<file path="config.mk">
export PLATFORM = sky130hd
export DESIGN_NAME = single_bus_sensor_frame_receiver_core_flat
export DESIGN_NICKNAME = d
export VERILOG_FILES = /design/src/design/sbfr_pkg.sv /design/src/design/sbfr_tick_if.sv /design/src/design/sbfr_result_if.sv /design/src/design/single_bus_sensor_frame_receiver_core.sv /design/src/design/sbfr_apb_regs.sv /design/src/design/sbfr_engine.sv /design/src/flat_wrapper.sv
export SDC_FILE = /design/constraint.sdc
export NUM_CORES = 1
export LEC_CHECK = 0
export ABC_AREA = 1
export BUFFER_PORTS_ARGS = -buffer_cell sky130_fd_sc_hd__clkbuf_2
export CAP_MARGIN = 20
export CORE_MARGIN = 2
export CORE_UTILIZATION = 37
export CTS_CLUSTER_DIAMETER = 60
export CTS_CLUSTER_SIZE = 20
export DETAILED_ROUTE_END_ITERATION = 7
export MAX_ROUTING_LAYER = met4
export PLACE_DENSITY = 0.54
export SETUP_SLACK_MARGIN = 0.05
export SLEW_MARGIN = 20
export SYNTH_ARGS = -nofsm -noshare
export SYNTH_HDL_FRONTEND = slang
export SYNTH_SLANG_ARGS = --single-unit
</file>
<file path="constraint.sdc">
create_clock -name clk -period 4.5 [get_ports clk]
set_clock_uncertainty 0.15 [all_clocks]
set_input_delay 0.45 -clock clk [delete_from_list [all_inputs] [get_ports clk]]
set_output_delay 0.45 -clock clk [all_outputs]
set_load 0.01 [all_outputs]
</file>
<file path="src/design/sbfr_pkg.sv">
// Shared types and constants for the single-bus sensor frame receiver.
// No dependencies; every other design file except sbfr_tick_if refers to this package by scope.
`default_nettype none

package sbfr_pkg;

	localparam int unsigned REG_W       = 16;
	localparam int unsigned APB_ADDR_W  = 5;
	localparam int unsigned APB_DATA_W  = 32;
	localparam int unsigned FRAME_BITS  = 40;
	localparam int unsigned BIT_IDX_W   = 6;
	localparam int unsigned HUM_W       = 16;
	localparam int unsigned TEMP_W      = 15;
	localparam int unsigned STATUS_W    = 3;

	localparam logic [REG_W-1:0] RELEASE_TICKS_RST  = 16'd1000;
	localparam logic [REG_W-1:0] HOST_LOW_TICKS_RST = 16'd1000;
	localparam logic [REG_W-1:0] SETTLE_TICKS_RST   = 16'd40;
	localparam logic [REG_W-1:0] ACK_LOW_LIMIT_RST  = 16'd80;
	localparam logic [REG_W-1:0] ACK_HIGH_LIMIT_RST = 16'd160;
	localparam logic [REG_W-1:0] ONE_THRESHOLD_RST  = 16'd50;
	localparam logic [REG_W-1:0] BIT_TIMEOUT_RST    = 16'd1000;

	typedef enum logic [2:0] {
		REG_RELEASE_TICKS  = 3'd0,
		REG_HOST_LOW_TICKS = 3'd1,
		REG_SETTLE_TICKS   = 3'd2,
		REG_ACK_LOW_LIMIT  = 3'd3,
		REG_ACK_HIGH_LIMIT = 3'd4,
		REG_ONE_THRESHOLD  = 3'd5,
		REG_BIT_TIMEOUT    = 3'd6
	} reg_idx_t;

	typedef enum logic [STATUS_W-1:0] {
		ST_NONE    = 3'd0,
		ST_OK      = 3'd1,
		ST_NOACK   = 3'd2,
		ST_TIMEOUT = 3'd3,
		ST_CKSUM   = 3'd4
	} status_t;

	typedef struct packed {
		logic [REG_W-1:0] release_ticks;
		logic [REG_W-1:0] host_low_ticks;
		logic [REG_W-1:0] settle_ticks;
		logic [REG_W-1:0] ack_low_limit;
		logic [REG_W-1:0] ack_high_limit;
		logic [REG_W-1:0] one_threshold;
		logic [REG_W-1:0] bit_timeout;
	} cfg_t;

	typedef struct packed {
		logic              drive_low;
		logic              busy_res;
		logic              done_res;
		status_t           status;
		logic [HUM_W-1:0]  humidity;
		logic [TEMP_W-1:0] temperature;
		logic              negative;
	} result_t;

endpackage

`default_nettype wire

</file>
<file path="src/design/sbfr_tick_if.sv">
// Input channel: one tick transaction with start request and sampled line level.
// No dependencies.
`default_nettype none

interface sbfr_tick_if;
	logic valid;
	logic ready;
	logic start_req;
	logic line_level;

	modport source(output valid, output start_req, output line_level, input ready);
	modport sink(input valid, input start_req, input line_level, output ready);
endinterface

`default_nettype wire

</file>
<file path="src/design/sbfr_result_if.sv">
// Result channel: one transaction per tick with line drive, status and stored reading.
// Field widths come from sbfr_pkg.
`default_nettype none

interface sbfr_result_if;
	logic                          valid;
	logic                          ready;
	logic                          drive_low;
	logic                          busy_res;
	logic                          done_res;
	logic [sbfr_pkg::STATUS_W-1:0] status;
	logic [sbfr_pkg::HUM_W-1:0]    humidity;
	logic [sbfr_pkg::TEMP_W-1:0]   temperature;
	logic                          negative;

	modport source(output valid, output drive_low, output busy_res, output done_res,
		output status, output humidity, output temperature, output negative, input ready);
	modport sink(input valid, input drive_low, input busy_res, input done_res,
		input status, input humidity, input temperature, input negative, output ready);
endinterface

`default_nettype wire

</file>
<file path="src/design/single_bus_sensor_frame_receiver_core.sv">
// Single-bus humidity/temperature sensor frame receiver, top level.
// Uses sbfr_pkg, sbfr_tick_if, sbfr_result_if, sbfr_apb_regs and sbfr_engine.
//
//   channel  | kind        | carries
//   ---------+-------------+------------------------------------------------
//   tick     | valid/ready | start_req, line_level (one microsecond tick)
//   result   | valid/ready | drive_low, busy_res, done_res, status, reading
//   apb      | APB write   | seven 16-bit timing registers at 4*index
//
// One tick transaction per clock unless result stalls; a tick passes the input
// register, then the result register. The protocol state updates once per tick
// as it moves from the input register into the result register. Result stalls
// hold both registers; tick.ready drops only when both are full. Reset clears
// control state and loads register defaults; no clearing pass.
`default_nettype none

module single_bus_sensor_frame_receiver_core #(
	parameter int unsigned TICK_WIDTH = 16
) (
	input  wire logic                            clk,
	input  wire logic                            arst_n,
	sbfr_tick_if.sink                            tick,
	sbfr_result_if.source                        result,
	input  wire logic                            psel,
	input  wire logic                            penable,
	input  wire logic                            pwrite,
	input  wire logic [sbfr_pkg::APB_ADDR_W-1:0] paddr,
	input  wire logic [sbfr_pkg::APB_DATA_W-1:0] pwdata,
	output logic      [sbfr_pkg::APB_DATA_W-1:0] prdata,
	output logic                                 pready
);

	sbfr_pkg::cfg_t    cfg;
	sbfr_pkg::result_t res_d;
	sbfr_pkg::result_t res_s2;
	logic              valid_s1, valid_s2;
	logic              start_s1, line_s1;
	logic              adv;
	logic              take;

	sbfr_apb_regs u_regs (
		.clk     (clk),
		.arst_n  (arst_n),
		.psel    (psel),
		.penable (penable),
		.pwrite  (pwrite),
		.paddr   (paddr),
		.pwdata  (pwdata),
		.prdata  (prdata),
		.pready  (pready),
		.cfg     (cfg)
	);

	sbfr_engine #(
		.TICK_WIDTH (TICK_WIDTH)
	) u_engine (
		.clk        (clk),
		.arst_n     (arst_n),
		.step       (adv),
		.start_req  (start_s1),
		.line_level (line_s1),
		.cfg        (cfg),
		.res        (res_d)
	);

	assign adv        = valid_s1 && (!valid_s2 || result.ready);
	assign tick.ready = !valid_s1 || adv;
	assign take       = tick.valid && tick.ready;

	always_ff @(posedge clk or negedge arst_n) begin
		if (!arst_n) begin
			valid_s1 <= 1'b0;
			valid_s2 <= 1'b0;
		end else begin
			if (take) begin
				valid_s1 <= 1'b1;
			end else if (adv) begin
				valid_s1 <= 1'b0;
			end
			if (adv) begin
				valid_s2 <= 1'b1;
			end else if (result.ready) begin
				valid_s2 <= 1'b0;
			end
		end
	end

	always_ff @(posedge clk) begin
		if (take) begin
			start_s1 <= tick.start_req;
			line_s1  <= tick.line_level;
		end
		if (adv) begin
			res_s2 <= res_d;
		end
	end

	assign result.valid       = valid_s2;
	assign result.drive_low   = res_s2.drive_low;
	assign result.busy_res    = res_s2.busy_res;
	assign result.done_res    = res_s2.done_res;
	assign result.status      = res_s2.status;
	assign result.humidity    = res_s2.humidity;
	assign result.temperature = res_s2.temperature;
	assign result.negative    = res_s2.negative;

`ifndef SYNTH
	a_done_not_busy: assert property (@(posedge clk) disable iff (!arst_n)
		result.valid |-> !(result.done_res && result.busy_res))
		else $error("done and busy on the same transaction");

	a_status_iff_done: assert property (@(posedge clk) disable iff (!arst_n)
		result.valid |-> ((result.status != sbfr_pkg::ST_NONE) == result.done_res))
		else $error("status does not match done");

	a_drive_implies_busy: assert property (@(posedge clk) disable iff (!arst_n)
		(result.valid && result.drive_low) |-> result.busy_res)
		else $error("line driven low while not busy");

	a_stall_only_when_full: assert property (@(posedge clk) disable iff (!arst_n)
		!tick.ready |-> (valid_s1 && valid_s2 && !result.ready))
		else $error("tick channel stalled with room to accept");
`endif

endmodule

`default_nettype wire

</file>
<file path="src/design/sbfr_apb_regs.sv">
// APB configuration registers of the frame receiver (timing limits).
// Depends on sbfr_pkg for the register map, reset values and cfg_t.
`default_nettype none

module sbfr_apb_regs (
	input  wire logic                            clk,
	input  wire logic                            arst_n,
	input  wire logic                            psel,
	input  wire logic                            penable,
	input  wire logic                            pwrite,
	input  wire logic [sbfr_pkg::APB_ADDR_W-1:0] paddr,
	input  wire logic [sbfr_pkg::APB_DATA_W-1:0] pwdata,
	output logic      [sbfr_pkg::APB_DATA_W-1:0] prdata,
	output logic                                 pready,
	output sbfr_pkg::cfg_t                       cfg
);

	sbfr_pkg::cfg_t     cfg_q;
	sbfr_pkg::reg_idx_t idx;
	logic               wr_en;
	logic [sbfr_pkg::REG_W-1:0] wdata;
	logic [sbfr_pkg::REG_W-1:0] rdata;

	assign idx    = sbfr_pkg::reg_idx_t'(paddr[4:2]);
	assign wr_en  = psel && penable && pwrite && pready;
	assign wdata  = pwdata[sbfr_pkg::REG_W-1:0];
	assign pready = 1'b1;
	assign cfg    = cfg_q;

	always_ff @(posedge clk or negedge arst_n) begin
		if (!arst_n) begin
			cfg_q.release_ticks  <= sbfr_pkg::RELEASE_TICKS_RST;
			cfg_q.host_low_ticks <= sbfr_pkg::HOST_LOW_TICKS_RST;
			cfg_q.settle_ticks   <= sbfr_pkg::SETTLE_TICKS_RST;
			cfg_q.ack_low_limit  <= sbfr_pkg::ACK_LOW_LIMIT_RST;
			cfg_q.ack_high_limit <= sbfr_pkg::ACK_HIGH_LIMIT_RST;
			cfg_q.one_threshold  <= sbfr_pkg::ONE_THRESHOLD_RST;
			cfg_q.bit_timeout    <= sbfr_pkg::BIT_TIMEOUT_RST;
		end else if (wr_en) begin
			case (idx)
				sbfr_pkg::REG_RELEASE_TICKS:  cfg_q.release_ticks  <= wdata;
				sbfr_pkg::REG_HOST_LOW_TICKS: cfg_q.host_low_ticks <= wdata;
				sbfr_pkg::REG_SETTLE_TICKS:   cfg_q.settle_ticks   <= wdata;
				sbfr_pkg::REG_ACK_LOW_LIMIT:  cfg_q.ack_low_limit  <= wdata;
				sbfr_pkg::REG_ACK_HIGH_LIMIT: cfg_q.ack_high_limit <= wdata;
				sbfr_pkg::REG_ONE_THRESHOLD:  cfg_q.one_threshold  <= wdata;
				sbfr_pkg::REG_BIT_TIMEOUT:    cfg_q.bit_timeout    <= wdata;
				default: ;
			endcase
		end
	end

	always_comb begin
		case (idx)
			sbfr_pkg::REG_RELEASE_TICKS:  rdata = cfg_q.release_ticks;
			sbfr_pkg::REG_HOST_LOW_TICKS: rdata = cfg_q.host_low_ticks;
			sbfr_pkg::REG_SETTLE_TICKS:   rdata = cfg_q.settle_ticks;
			sbfr_pkg::REG_ACK_LOW_LIMIT:  rdata = cfg_q.ack_low_limit;
			sbfr_pkg::REG_ACK_HIGH_LIMIT: rdata = cfg_q.ack_high_limit;
			sbfr_pkg::REG_ONE_THRESHOLD:  rdata = cfg_q.one_threshold;
			sbfr_pkg::REG_BIT_TIMEOUT:    rdata = cfg_q.bit_timeout;
			default:                      rdata = '0;
		endcase
	end

	assign prdata = {{(sbfr_pkg::APB_DATA_W - sbfr_pkg::REG_W){1'b0}}, rdata};

endmodule

`default_nettype wire

</file>
<file path="src/design/sbfr_engine.sv">
// Protocol state machine: start pulse, acknowledge, bit timing, checksum.
// Computes one tick's result from state and inputs; state advances on step.
// Depends on sbfr_pkg.
`default_nettype none

module sbfr_engine #(
	parameter int unsigned TICK_WIDTH = 16
) (
	input  wire logic           clk,
	input  wire logic           arst_n,
	input  wire logic           step,
	input  wire logic           start_req,
	input  wire logic           line_level,
	input  sbfr_pkg::cfg_t      cfg,
	output sbfr_pkg::result_t   res
);

	localparam int unsigned CMP_W = (TICK_WIDTH > sbfr_pkg::REG_W) ? TICK_WIDTH : sbfr_pkg::REG_W;
	localparam logic [TICK_WIDTH-1:0] TICK_MAX = {TICK_WIDTH{1'b1}};

	typedef enum logic [3:0] {
		PH_IDLE    = 4'd0,
		PH_RELEASE = 4'd1,
		PH_HOSTLOW = 4'd2,
		PH_SETTLE  = 4'd3,
		PH_ACKLOW  = 4'd4,
		PH_ACKHIGH = 4'd5,
		PH_ACKEND  = 4'd6,
		PH_BITLOW  = 4'd7,
		PH_BITHIGH = 4'd8
	} phase_t;

	phase_t                                 ph_q, ph_d;
	logic [TICK_WIDTH-1:0]                  tc_q, tc_d, tinc;
	logic [sbfr_pkg::BIT_IDX_W-1:0]         bi_q, bi_d;
	logic [sbfr_pkg::FRAME_BITS-1:0]        rb_q, rb_d;
	logic [sbfr_pkg::HUM_W-1:0]             hum_q, hum_d;
	logic [sbfr_pkg::TEMP_W-1:0]            temp_q, temp_d;
	logic                                   neg_q, neg_d;
	logic                                   tsat;
	logic                                   done;
	sbfr_pkg::status_t                      st;
	logic                                   bit_one;
	logic [sbfr_pkg::FRAME_BITS-1:0]        rb_sh;
	logic [7:0]                             cks_sum;

	function automatic logic at_least(logic [TICK_WIDTH-1:0] t, logic [sbfr_pkg::REG_W-1:0] lim);
		return (CMP_W'(t) >= CMP_W'(lim)) || (t == TICK_MAX);
	endfunction

	function automatic logic above(logic [TICK_WIDTH-1:0] t, logic [sbfr_pkg::REG_W-1:0] lim);
		return (CMP_W'(t) > CMP_W'(lim)) || (t == TICK_MAX);
	endfunction

	assign tsat    = (tc_q == TICK_MAX);
	assign tinc    = tsat ? tc_q : tc_q + TICK_WIDTH'(1);
	assign bit_one = (CMP_W'(tc_q) > CMP_W'(cfg.one_threshold));
	assign rb_sh   = {rb_q[sbfr_pkg::FRAME_BITS-2:0], bit_one};
	assign cks_sum = rb_sh[39:32] + rb_sh[31:24] + rb_sh[23:16] + rb_sh[15:8];

	always_comb begin
		ph_d   = ph_q;
		tc_d   = tc_q;
		bi_d   = bi_q;
		rb_d   = rb_q;
		hum_d  = hum_q;
		temp_d = temp_q;
		neg_d  = neg_q;
		done   = 1'b0;
		st     = sbfr_pkg::ST_NONE;
		case (ph_q)
			PH_IDLE: begin
				if (start_req) begin
					ph_d = PH_RELEASE;
					tc_d = '0;
					bi_d = '0;
					rb_d = '0;
				end
			end
			PH_RELEASE: begin
				tc_d = tinc;
				if (at_least(tinc, cfg.release_ticks)) begin
					ph_d = PH_HOSTLOW;
					tc_d = '0;
				end
			end
			PH_HOSTLOW: begin
				tc_d = tinc;
				if (at_least(tinc, cfg.host_low_ticks)) begin
					ph_d = PH_SETTLE;
					tc_d = '0;
				end
			end
			PH_SETTLE: begin
				tc_d = tinc;
				if (at_least(tinc, cfg.settle_ticks)) begin
					ph_d = PH_ACKLOW;
					tc_d = '0;
				end
			end
			PH_ACKLOW: begin
				if (!line_level) begin
					ph_d = PH_ACKHIGH;
					tc_d = '0;
				end else begin
					tc_d = tinc;
					if (above(tinc, cfg.ack_low_limit)) begin
						done = 1'b1;
						st   = sbfr_pkg::ST_NOACK;
					end
				end
			end
			PH_ACKHIGH: begin
				if (line_level) begin
					ph_d = PH_ACKEND;
					tc_d = '0;
				end else begin
					tc_d = tinc;
					if (above(tinc, cfg.ack_high_limit)) begin
						done = 1'b1;
						st   = sbfr_pkg::ST_NOACK;
					end
				end
			end
			PH_ACKEND: begin
				if (!line_level) begin
					ph_d = PH_BITLOW;
					tc_d = '0;
				end
			end
			PH_BITLOW: begin
				if (line_level) begin
					ph_d = PH_BITHIGH;
					tc_d = '0;
				end
			end
			PH_BITHIGH: begin
				if (!line_level) begin
					rb_d = rb_sh;
					bi_d = bi_q + sbfr_pkg::BIT_IDX_W'(1);
					if (bi_d >= sbfr_pkg::BIT_IDX_W'(sbfr_pkg::FRAME_BITS)) begin
						done = 1'b1;
						if (cks_sum == rb_sh[7:0]) begin
							st     = sbfr_pkg::ST_OK;
							hum_d  = rb_sh[39:24];
							temp_d = rb_sh[22:8];
							neg_d  = rb_sh[23];
						end else begin
							st     = sbfr_pkg::ST_CKSUM;
							hum_d  = '0;
							temp_d = '0;
							neg_d  = 1'b0;
						end
					end else begin
						ph_d = PH_BITLOW;
						tc_d = '0;
					end
				end else begin
					tc_d = tinc;
					if (at_least(tinc, cfg.bit_timeout)) begin
						done = 1'b1;
						st   = sbfr_pkg::ST_TIMEOUT;
					end
				end
			end
			default: begin
				ph_d = PH_IDLE;
				tc_d = '0;
			end
		endcase
		if (done) begin
			ph_d = PH_IDLE;
			tc_d = '0;
		end
	end

	always_ff @(posedge clk or negedge arst_n) begin
		if (!arst_n) begin
			ph_q   <= PH_IDLE;
			tc_q   <= '0;
			bi_q   <= '0;
			rb_q   <= '0;
			hum_q  <= '0;
			temp_q <= '0;
			neg_q  <= 1'b0;
		end else if (step) begin
			ph_q   <= ph_d;
			tc_q   <= tc_d;
			bi_q   <= bi_d;
			rb_q   <= rb_d;
			hum_q  <= hum_d;
			temp_q <= temp_d;
			neg_q  <= neg_d;
		end
	end

	always_comb begin
		res.drive_low   = (ph_d == PH_HOSTLOW);
		res.busy_res    = (ph_d != PH_IDLE);
		res.done_res    = done;
		res.status      = st;
		res.humidity    = hum_d;
		res.temperature = temp_d;
		res.negative    = neg_d;
	end

endmodule

`default_nettype wire
</file>
<file path="src/flat_wrapper.sv">
// flat-port wrapper written by rule: the top's interface ports become plain ports
module single_bus_sensor_frame_receiver_core_flat 
#(
	parameter int unsigned TICK_WIDTH = 16
)
  (clk, arst_n, psel, penable, pwrite, paddr, pwdata, prdata, pready, tick_valid, tick_start_req, tick_line_level, tick_ready, result_valid, result_drive_low, result_busy_res, result_done_res, result_status, result_humidity, result_temperature, result_negative, result_ready);
  sbfr_tick_if tick_i ();
  sbfr_result_if result_i ();
  input  wire logic clk;
  input  wire logic arst_n;
  input  wire logic psel;
  input  wire logic penable;
  input  wire logic pwrite;
  input  wire logic [sbfr_pkg::APB_ADDR_W-1:0] paddr;
  input  wire logic [sbfr_pkg::APB_DATA_W-1:0] pwdata;
  output logic      [sbfr_pkg::APB_DATA_W-1:0] prdata;
  output logic pready;
  input wire logic [$bits(tick_i.valid)-1:0] tick_valid;
  input wire logic [$bits(tick_i.start_req)-1:0] tick_start_req;
  input wire logic [$bits(tick_i.line_level)-1:0] tick_line_level;
  output wire logic [$bits(tick_i.ready)-1:0] tick_ready;
  output wire logic [$bits(result_i.valid)-1:0] result_valid;
  output wire logic [$bits(result_i.drive_low)-1:0] result_drive_low;
  output wire logic [$bits(result_i.busy_res)-1:0] result_busy_res;
  output wire logic [$bits(result_i.done_res)-1:0] result_done_res;
  output wire logic [$bits(result_i.status)-1:0] result_status;
  output wire logic [$bits(result_i.humidity)-1:0] result_humidity;
  output wire logic [$bits(result_i.temperature)-1:0] result_temperature;
  output wire logic [$bits(result_i.negative)-1:0] result_negative;
  input wire logic [$bits(result_i.ready)-1:0] result_ready;
  assign tick_i.valid = tick_valid;
  assign tick_i.start_req = tick_start_req;
  assign tick_i.line_level = tick_line_level;
  assign tick_ready = tick_i.ready;
  assign result_valid = result_i.valid;
  assign result_drive_low = result_i.drive_low;
  assign result_busy_res = result_i.busy_res;
  assign result_done_res = result_i.done_res;
  assign result_status = result_i.status;
  assign result_humidity = result_i.humidity;
  assign result_temperature = result_i.temperature;
  assign result_negative = result_i.negative;
  assign result_i.ready = result_ready;
  single_bus_sensor_frame_receiver_core #(.TICK_WIDTH(TICK_WIDTH)) u_core (.clk(clk), .arst_n(arst_n), .tick(tick_i), .result(result_i), .psel(psel), .penable(penable), .pwrite(pwrite), .paddr(paddr), .pwdata(pwdata), .prdata(prdata), .pready(pready));
endmodule
</file>
==> results of run 1 <==
==> registers in the layout (all words and copies together) (netlist names) <==
name and cells:
u_core.start_s1 1, u_core.line_s1 1, u_core.result.busy_res 1, u_core.result.done_res 1, u_core.u_engine.temp_q 15, u_core.result.drive_low 1, u_core.u_engine.bi_q 6, u_core.u_engine.rb_q 39
u_core.u_engine.neg_q 1, u_core.u_engine.tc_q 16, u_core.u_regs.cfg 112, u_core.result.valid 1, u_core.result.humidity 16, u_core.result.temperature 15, u_core.result.status 3, u_core.u_engine.hum_q 16
u_core.valid_s1 1, u_core.u_engine.ph_q 4, u_core.result.negative 1
==> worst max-delay path, stage by stage, from the launching register on <==
cell and delay [ns]:
dfrtp_1 0.50, ha_1 0.35, nand3_2 0.15, nor2_4 0.18, nand3_1 0.13, xnor2_2 0.18
ha_1 0.32, nand3_1 0.07, nor3b_1 0.28, nand2_1 0.11, nor3b_1 0.21, nand2_1 0.09
inv_1 0.05, o21ai_0 0.07, o21ai_0 0.21, a21oi_1 0.14, a21oi_2 0.19, nand3_4 0.14
inv_4 0.24, o21ai_0 0.13, nand2_1 0.08
==> cell usage in the layout (no fill, tap or decap), types with 27 or more instances in the layout <==
master,instances
edfxtp_1,40
ha_1,116
o22ai_1,70
nor2_1,74
inv_1,245
clkbuf_16,27
o21ai_0,130
a21oi_1,61
nand2_1,533
dfstp_2,27
buf_4,38
clkbuf_2,82
nand3_1,79
dfrtp_1,184
nand4_1,54
==> metrics by stage <==
step,utilization (%),std cells
after floorplan,-,1883
after global placement,40.0,2452
after detailed placement,40.0,2453
after CTS,42.6,2513
after global routing,42.6,2514
final,42.6,2514
==> power breakdown <==
group          internal (W)  total, W  switching [W]  leakage, nW
Sequential          0.00273   0.00300       0.000269         3.07
Clock               0.00125   0.00234        0.00109        0.448
Combinational      0.000772   0.00226        0.00149         5.08
Total               0.00476   0.00761        0.00285         8.60
==> area by class of cell <==
class | instances | area (sq um) | share of cell area, %
multi-input cells | 1287 | 7340 | 42.4
flip-flops and latches | 251 | 6520 | 37.6
inverters | 259 | 975 | 5.63
repair buffers | 134 | 878 | 5.07
clock buffers | 30 | 707 | 4.08
well taps | 532 | 666 | 3.85
clock inverters | 20 | 231 | 1.34
diodes | 1 | 2.50 | 0.0145
==> timing repair <==
action / CTS / global route
hold buffers: 10 / 0
endpoints found under the hold margin: 88 / 0
buffers inserted: 0 / 0
==> path summary, 6_finish.rpt <==
kind                                          startpoint  slack [ns]  cells after the start                       end
worst max-delay path             u_core.u_engine.tc_q[0]        0.40                     20    u_core.result.busy_res
worst min-delay path                           pwdata[9]        0.04                      3    u_core.u_regs.cfg[105]
worst max register to register   u_core.u_engine.tc_q[0]        0.40                     20    u_core.result.busy_res
worst min register to register  u_core.u_engine.hum_q[5]        0.33                      2  u_core.u_engine.hum_q[5]
max in group asynchronous                         arst_n        2.89                      3   u_core.u_engine.tc_q[5]
min in group asynchronous                         arst_n        0.28                      2     u_core.u_regs.cfg[53]
==> layer usage <==
layer,up-vias,wire [microns],global-route usage (%)
met5,-,0,-
met4,0,822,5.18
met3,50,2510,2.84
met2,353,19500,32.8
met1,6204,21100,30.7
li1,6333,-,-
==> kinds of logic after synthesis <==
kind of cell    share of synthesized area, %
fa+ha+maj                               11.4
simple gates                            22.3
compound gates                          12.2
flops                                   43.0
xor+xnor                                1.89
buf+inv                                 9.22
other cells                           0.0495
==> flow_metrics.py, run 1 <==
metrics = {
    "sta": {
        "report.final.slew_viol_count": 0,
        "finalCriticalPeriod_ns": 4.10,
        "whs_ns": 0.0384,
        "final.setup.tns_ns": 0,
        "rsz0062_at_grt": "false",
        "fmax_mhz": 244,
        "final-hold-violation-count": 0,
        "worstMarginPinSlew_ns": 1.17,
        "finalSetupViolations": 0,
        "layout_setup_ws_ns": 0.398,
        "finalCritPeriodShare_pct": 91.2,
        "slew_headroom_pct": 21.6,
    },
    "placement": {
        "place_area_sq_um": 16300,
        "gp_congestion": 0.906,
        "dp_hpwl_microns": 32300,
        "numPortBuffers": 83,
        "pre_cts_ws_ns": 0.436,
    },
    "clocking": {
        "ctsRootBufferMaster": "clkbuf_16",
        "cts_tree": "built",
        "clock_path_buffers": 3,
        "h-tree-depth": 1,
        "clk_pin_slew_worst_paths_ns": 0.07,
        "cts_inserted_buffers": 27,
        "cts_resized": 0,
        "clock_insertion_delay_worst_skew_ns": 0.58,
        "cts_num_sinks": 251,
    },
    "yosys": {
        "synth_area_sq_um": 15200,
        "synth_top_cell_by_area": "dfrtp_1",
        "yosys.area.top_type_share_pct": 30.4,
        "synth_area_leaders": "dfrtp_1 30%, nand2_1 13%, ha_1 9.6%, edfxtp_1 7.9%, inv_1 6.1%",
        "syn_area_per_cell_sq_um": 8.12,
        "ys_top_cells_by_count": "533 x nand2_1, 246 x inv_1, 184 x dfrtp_1",
        "yosys_warnings": 0,
        "synth-seq-cells": 251,
        "synthCells": 1868,
        "yosysUniqueCellTypes": 56,
        "synth-async-reset-ratio_pct": 84.1,
        "synth-edff-count": 40,
        "ys.flop_type": "dfrtp_1",
        "yosysMostFrequentCell": "nand2_1",
        "ys_seq_area_share_pct": 43.0,
    },
    "die": {
        "initial_core_util_pct": 37.3,
        "fp.coreArea_sq_um": 40600,
        "dieArea_sq_um": 42600,
        "die_w_microns": 206,
        "core.rowCount": 74,
        "fp.dieH_microns": 206,
        "ioPinCount": 119,
    },
    "flow_run": {
        "maxCapViolCount": 0,
    },
    "global_route": {
        "grt_usage_pct": 21.7,
        "grt_pass1_wl_microns": 69300,
        "grt_overflow": 0,
        "grt_antenna_before_repair": 1,
        "grt_pass1_vias": 12400,
        "grt_max_degree": 90,
    },
    "setup_path": {
        "critical_path.max_fanout": 18,
        "crit_type": "reg2reg",
        "worstSetupStartpointType": "register",
        "crit_arrival_ns": 4.40,
        "critPathRequiredTime_ns": 4.80,
        "endpoint_kind": "register",
    },
    "route": {
        "wl_per_cell_microns": 17.5,
        "drtIter0Drc": 966,
        "drt-total-wl_microns": 43900,
        "num_vias": 12900,
        "final_antenna_net_count": 0,
        "dr.pass1.iters": 5,
        "drcViolationCount": 0,
        "via_per_inst": 5.15,
    },
    "hold_path": {
        "hp-class": "in2reg",
    },
    "final_layout": {
        "areaGrowthSynthToFinish_pct": 14.2,
        "drive_above_1_share_pct": 12.8,
        "fin_nets": 2136,
        "fillers": 4107,
        "fin_area_sq_um": 17300,
    },
    "power_and_ir_drop": {
        "power.density_nw_per_um2": 440,
        "p_leak_nw": 8.60,
        "total_power_w": 0.00761,
        "ir_drop_v": 0.000263,
    },
    "run_status": {
        "outcome": "completed",
    },
}
No activity file was read; power rests on OpenSTA's default activity.
==> run 2, diff against run 1 <==
- CTS_BUF_LIST: unset -> sky130_fd_sc_hd__clkbuf_8
- PLACE_DENSITY: 0.54 -> 0.66
==> run 2 against run 1 <==
Effect of this change: final cell count is 0.32% lower; core utilization decreased by 0.85 points; die area is the same; total power down 8.9%; combinational power rose by 3%; first-iteration DRC count increased by 48%; clock-buffer cell count is 4 lower; critical endpoint unchanged; largest cell class unchanged.
==> flow_metrics.py, run 2 (same netlist as run 1, synthesis figures left out) <==
metrics = {
    "setup_path": {
        "worstSetupStartpointType": "register",
        "critical_path.max_fanout": 17,
        "critPathRequiredTime_ns": 4.69,
        "crit_arrival_ns": 4.36,
        "endpoint_kind": "register",
        "crit_type": "reg2reg",
    },
    "die": {
        "initial_core_util_pct": 37.3,
        "fp.dieH_microns": 206,
        "core.rowCount": 74,
        "ioPinCount": 119,
        "die_w_microns": 206,
        "dieArea_sq_um": 42600,
        "fp.coreArea_sq_um": 40600,
    },
    "route": {
        "num_vias": 13100,
        "via_per_inst": 5.24,
        "drt-total-wl_microns": 42500,
        "wl_per_cell_microns": 17.0,
        "drcViolationCount": 0,
        "dr.pass1.iters": 6,
        "final_antenna_net_count": 0,
        "drtIter0Drc": 1432,
    },
    "sta": {
        "rsz0062_at_grt": "false",
        "fmax_mhz": 240,
        "final.setup.tns_ns": 0,
        "finalCriticalPeriod_ns": 4.17,
        "final-hold-violation-count": 0,
        "worstMarginPinSlew_ns": 1.17,
        "finalSetupViolations": 0,
        "slew_headroom_pct": 21.4,
        "finalCritPeriodShare_pct": 92.6,
        "report.final.slew_viol_count": 0,
    },
    "power_and_ir_drop": {
        "power.density_nw_per_um2": 408,
        "power.switching_w": 0.00273,
        "seq_power_share_pct": 43.3,
        "p_leak_nw": 8.45,
        "p_comb_share_pct": 33.5,
        "ir_drop_v": 0.000193,
        "p_int_w": 0.00420,
        "sw_frac_of_total_pct": 39.4,
        "power.clock.fraction_pct": 23.2,
    },
    "global_route": {
        "grt_pass1_wl_microns": 67700,
        "grt_pass1_vias": 12500,
        "grt_usage_pct": 20.9,
        "grt_overflow": 0,
        "grt_max_degree": 125,
        "grt_antenna_before_repair": 1,
    },
    "run_status": {
        "outcome": "completed",
    },
    "clocking": {
        "cts_tree": "built",
        "clock_insertion_delay_worst_skew_ns": 0.61,
        "h-tree-depth": 1,
        "clock_path_buffers": 3,
        "post_cts_buffers": 0,
        "cts_inserted_buffers": 23,
        "ctsRootBufferMaster": "clkbuf_8",
        "clk_pin_slew_worst_paths_ns": 0.12,
        "cts_num_sinks": 251,
    },
    "final_layout": {
        "areaGrowthSynthToFinish_pct": 11.9,
        "drive_above_1_share_pct": 12.4,
        "fin_nets": 2133,
        "fin_util_pct": 41.7,
        "finalNonFillerCells": 2506,
        "final_common_cell": "nand2_1",
        "largest_register_ff_count": 112,
        "layout_common_cells": "532 x nand2_1, 246 x inv_1, 183 x dfrtp_1",
    },
    "placement": {
        "numPortBuffers": 83,
        "dp_hpwl_microns": 30700,
        "place_inst": 2446,
        "gp_congestion": 0.939,
    },
    "flow_run": {
        "maxCapViolCount": 0,
    },
    "hold_path": {
        "hp-class": "in2reg",
    },
}
==> run 2: changes by cell type in the layout (fill, tap and decap cells not counted), moves of 2 or more <==
cell           delta
buf_4             -5
clkbuf_8         +24
clkinv_4          -2
dlygate4sd3_1     +6
nor2_2            -2
clkbuf_16        -27
inv_8             +3
clkinvlp_4        -4
==> run 2: timing repair <==
action                                  4_1_cts  5_1_grt
endpoints found under the setup margin        0       41
resized for setup                             0        5
endpoints found under the hold margin       139        0
hold buffers                                 16        0
==> run 2: final cells by class <==
cell class,instances,area [sq um]
fill,3987,23700
multi-input combinational,1287,7360
sequential,251,6520
inverter,259,975
timing repair buffer,135,892
tap,532,666
clock buffer,26,358
clock inverter,15,198
antenna,1,2.50
==> run 2: power by group through the flow <==
stage / Clock (W) / Sequential, W / Combinational, W
6_report: 0.00161 / 0.00300 / 0.00232
5_1_grt: 0.00173 / 0.00304 / 0.00266
4_1_cts: 0.00166 / 0.00299 / 0.00225
3_5_place_dp: 0 / 0.00304 / 0.00223
3_3_place_gp: 0 / 0.00303 / 0.00217
2_1_floorplan: 0 / 0.00297 / 0.00158
==> run 2: final timing paths <==
kind,start,endpoint,slack [ns],cells after the start
max,u_core.u_engine.tc_q[0],u_core.result.busy_res,0.33,18
min,pwdata[12],u_core.u_regs.cfg[12],0.04,3
max reg2reg,u_core.u_engine.tc_q[0],u_core.result.busy_res,0.33,18
min reg2reg,u_core.u_engine.hum_q[12],u_core.u_engine.hum_q[12],0.34,2
max in group asynchronous,arst_n,u_core.u_engine.bi_q[1],2.78,3
min in group asynchronous,arst_n,u_core.u_regs.cfg[4],0.33,2
==> run 2: critical path: stages (launching register included) <==
cell and delay [ns]:
dfrtp_1 0.48, ha_1 0.36, nand3_2 0.15, nor2_4 0.18, nand2_4 0.16, nand2_2 0.23, buf_4 0.22, ha_1 0.26
a21oi_1 0.14, nand3b_1 0.13, a21oi_1 0.11, nor4_1 0.36, nand2_1 0.14, inv_2 0.26, nand2_1 0.10, a21oi_1 0.13
nand3_1 0.15, nor2_1 0.14, nand2_1 0.05
==> run 2: metal layers <==
| metal | track usage, % | wire length [microns] | vias up |
|---|---|---|---|
| li1 | - | - | 6305 |
| met1 | 29.1 | 19400 | 6267 |
| met2 | 31.9 | 19200 | 467 |
| met3 | 2.21 | 2760 | 80 |
| met4 | 6.61 | 1230 | 0 |
| met5 | - | 0 | - |
==> run 2: stage by stage <==
| stage | setup WS, ns | power [W] | area, sq um | hold WS, ns |
|---|---|---|---|---|
| finish | 0.333 | 0.00693 | 17000 | 0.0423 |
| floorplan | 0.741 | 0.00456 | 15200 | 0.00441 |
| CTS | 0.347 | 0.00691 | 16900 | 0.00662 |
| global route | 0.0655 | 0.00744 | 17000 | 0.0285 |
| global placement | 0.454 | 0.00520 | 16200 | 0.311 |
| detailed placement | 0.389 | 0.00527 | 16200 | 0.316 |
==> run 3, diff against run 2 <==
- PLACE_DENSITY: 0.66 -> 0.65
- RECOVER_POWER: unset -> 100
- SYNTH_HIERARCHICAL: unset -> 1
==> run 3 against run 2 <==
Effect of this change: the run now ends with capacitance limit, slew limit left; sequential cell count is the same; synthesized cell count up 8.7%; worst hold slack gained 0.031 ns; clock-buffer cell count grew 1; final cell count grew 6.4%; area after synthesis up 5.1%; wire length grew 3.7%; non-clock buffer count fell by 4; core utilization fell by 1.3 points; sequential share of layout area fell by 0.80 points; maximum frequency about the same; global-route usage fell by 0.37 points; largest cell class unchanged.
==> flow_metrics.py, run 3 <==
metrics = {
    "power_and_ir_drop": {
        "seq_power_share_pct": 45.2,
        "power.density_nw_per_um2": 359,
        "sw_frac_of_total_pct": 39.0,
        "ir_drop_v": 0.000282,
        "p_leak_nw": 8.91,
        "power.switching_w": 0.00242,
        "power.clock.fraction_pct": 26.5,
        "p_int_w": 0.00379,
        "p_comb_share_pct": 28.3,
    },
    "placement": {
        "place_area_sq_um": 16800,
        "gp_congestion": 0.913,
        "dp_hpwl_microns": 31000,
        "numPortBuffers": 83,
    },
    "sta": {
        "report.final.slew_viol_count": 207,
        "fmax_mhz": 240,
        "finalCriticalPeriod_ns": 4.17,
        "finalSetupViolations": 0,
        "finalCritPeriodShare_pct": 92.7,
        "slew_headroom_pct": -87.3,
        "final.setup.tns_ns": 0,
        "final-hold-violation-count": 0,
        "rsz0062_at_grt": "false",
        "worstMarginPinSlew_ns": 2.80,
    },
    "yosys": {
        "synth_top_cell_by_area": "dfrtp_1",
        "synth_area_sq_um": 15900,
        "synth_compound_area_share_pct": 8.74,
        "yosys_warnings": 6,
        "yosysUniqueCellTypes": 49,
        "yosysMostFrequentCell": "nand2_1",
        "synthCells": 2030,
        "synthXorXnorAreaFrac_pct": 1.21,
        "synth-edff-count": 40,
        "synth-adder-area-share_pct": 10.9,
        "synth-seq-cells": 251,
        "synth-async-reset-ratio_pct": 84.1,
        "ys_seq_area_share_pct": 40.9,
        "synthMuxAreaShare_pct": 0,
        "synth_area_leaders": "dfrtp_1 29%, nand2_1 15%, ha_1 9.1%, edfxtp_1 7.5%, inv_1 5.5%",
        "syn_area_per_cell_sq_um": 7.85,
        "yosys.area.top_type_share_pct": 28.9,
        "ys.flop_type": "dfrtp_1",
        "synth-simple-area-share_pct": 28.6,
        "synth_top_family_by_area": "simple AND/OR/NAND/NOR gates",
        "ys_top_cells_by_count": "653 x nand2_1, 233 x inv_1, 184 x dfrtp_1",
    },
    "clocking": {
        "cts_inserted_buffers": 26,
        "cts_tree": "built",
        "ctsRootBufferMaster": "clkbuf_8",
        "clock_insertion_delay_worst_skew_ns": 0.63,
        "h-tree-depth": 1,
        "clock_path_buffers": 3,
        "clk_pin_slew_worst_paths_ns": 0.10,
        "cts_num_sinks": 251,
    },
    "route": {
        "num_vias": 13900,
        "dr.pass1.iters": 6,
        "drtIter0Drc": 1130,
        "drcViolationCount": 0,
        "drt-total-wl_microns": 44100,
        "wl_per_cell_microns": 16.5,
        "via_per_inst": 5.20,
        "final_antenna_net_count": 0,
    },
    "final_layout": {
        "antennaDiodeCount": 0,
        "fillers": 4394,
        "multi_input_area_sq_um": 7860,
        "largest_register_ff_count": 112,
        "ff_latch_area_sq_um": 6520,
        "fin_nets": 2276,
        "layout_common_cells": "654 x nand2_1, 235 x inv_1, 184 x dfrtp_1",
        "fin_area_sq_um": 17300,
        "areaGrowthSynthToFinish_pct": 8.75,
        "drive_above_1_share_pct": 8.44,
        "final_common_cell": "nand2_1",
    },
    "setup_path": {
        "worstSetupStartpointType": "register",
        "critPathRequiredTime_ns": 4.82,
        "rr_startpoint": "u_core/u_engine/tc_q[0]",
        "crit_arrival_ns": 4.49,
        "endpoint_kind": "register",
        "worstRegToRegCells": 22,
        "crit_type": "reg2reg",
        "crit_start": "u_core/u_engine/tc_q[0]",
        "worst_r2r_endpoint": "u_core/result.busy_res",
        "critical_path.max_fanout": 16,
        "ff2ff_setup_slack_ns": 0.33,
    },
    "die": {
        "initial_core_util_pct": 37.2,
        "dieArea_sq_um": 44700,
        "core.rowCount": 76,
        "fp.dieH_microns": 211,
        "ioPinCount": 119,
        "fp.coreArea_sq_um": 42800,
        "die_w_microns": 211,
    },
    "global_route": {
        "grt_antenna_before_repair": 1,
        "grt_usage_pct": 20.5,
        "grt_overflow": 0,
        "grt_pass1_vias": 13100,
        "grt_max_degree": 93,
        "grt_pass1_wl_microns": 71000,
    },
    "hold_path": {
        "hold_start": "pwdata[11]",
        "hp-class": "in2reg",
        "hold_depth": 3,
        "min_to": "u_core/u_regs/cfg[27]",
    },
    "flow_run": {
        "maxCapViolCount": 3,
    },
    "run_status": {
        "violations": "capacitance limit, slew limit",
        "outcome": "complete, but fails checks",
    },
}
==> run 3: worst max-delay path, cell delays in order (launching register included) <==
cell and delay, ns:
dfrtp_1 0.47, ha_1 0.31, nand2_1 0.14, nor2_4 0.06, nand2_4 0.10, clkinv_2 0.08, nand2_4 0.19, nand2_1 0.27
ha_1 0.39, nand2_1 0.07, nor2_1 0.15, nand3_1 0.12, nor2_1 0.14, o21ai_0 0.10, a21boi_1 0.25, nand2_1 0.16
nand2_1 0.08, nand2_1 0.06, inv_2 0.08, nand2_4 0.07, nor2_8 0.24, o21ai_0 0.20, nand3_1 0.12
==> run 3: cells by family after synthesis <==
family	Yosys count
adder cells (fa/ha/maj)	130
AO/OA/AOI/OAI	250
buffers and inverters	348
AND/OR/NAND/NOR	1027
flip-flops	251
XOR/XNOR	22
other	2
==> run 3: repair_timing <==
action                    4_1_cts  5_1_grt
hold endpoints to repair      138        0
resized for setup               0        0
hold buffers                   17        0
setup buffers                   0        0
==> run 3: per-layer routing <==
metal  share of wire, %  track usage (%)  vias up
met5                  0                -        -
met4                3.1             6.90        0
met3                7.1             2.94       93
met2                 46             32.1      506
met1                 44             27.3     6540
li1                   -                -     6732
==> run 3: layout make-up <==
class / instances / share of cell area (%)
inverters: 244 / 5.34
flip-flops and latches: 251 / 37.6
clock inverters: 21 / 1.21
clock buffers: 27 / 2.15
well taps: 546 / 3.94
multi-input cells: 1446 / 45.4
repair buffers: 131 / 4.38
==> run 3: per-stage QoR <==
step	power [W]	hold WS, ns	setup slack, ns	util [%]	instances
after global routing	0.00662	0.0642	0.0672	40.5	2666
final	0.00621	0.0728	0.329	40.5	2666
after global placement	0.00456	0.312	0.474	39.1	2600
after floorplan	0.00403	0.00441	0.436	-	2045
after detailed placement	0.00460	0.316	0.447	39.2	2601
after CTS	0.00627	0.0154	0.385	41.0	2666
==> run 3: worst max-delay path by stage <==
stage,endpoint,slack (ns),depth (start not counted)
finish,u_core/result.busy_res,0.33,22
detailed placement,u_core/u_engine/hum_q[10],0.45,18
global route,u_core/u_engine/temp_q[6],0.07,18
floorplan,u_core/u_engine/tc_q[7],0.44,8
CTS,u_core/u_engine/hum_q[10],0.39,18
global placement,u_core/result.humidity[1],0.47,16
==> run 3: power groups by stage <==
stage          Sequential (W)  Clock (W)  Combinational (W)
3_5_place_dp          0.00285          0            0.00175
4_1_cts               0.00280    0.00170            0.00178
5_1_grt               0.00284    0.00179            0.00199
3_3_place_gp          0.00284          0            0.00172
6_report              0.00281    0.00165            0.00176
2_1_floorplan         0.00279          0            0.00123
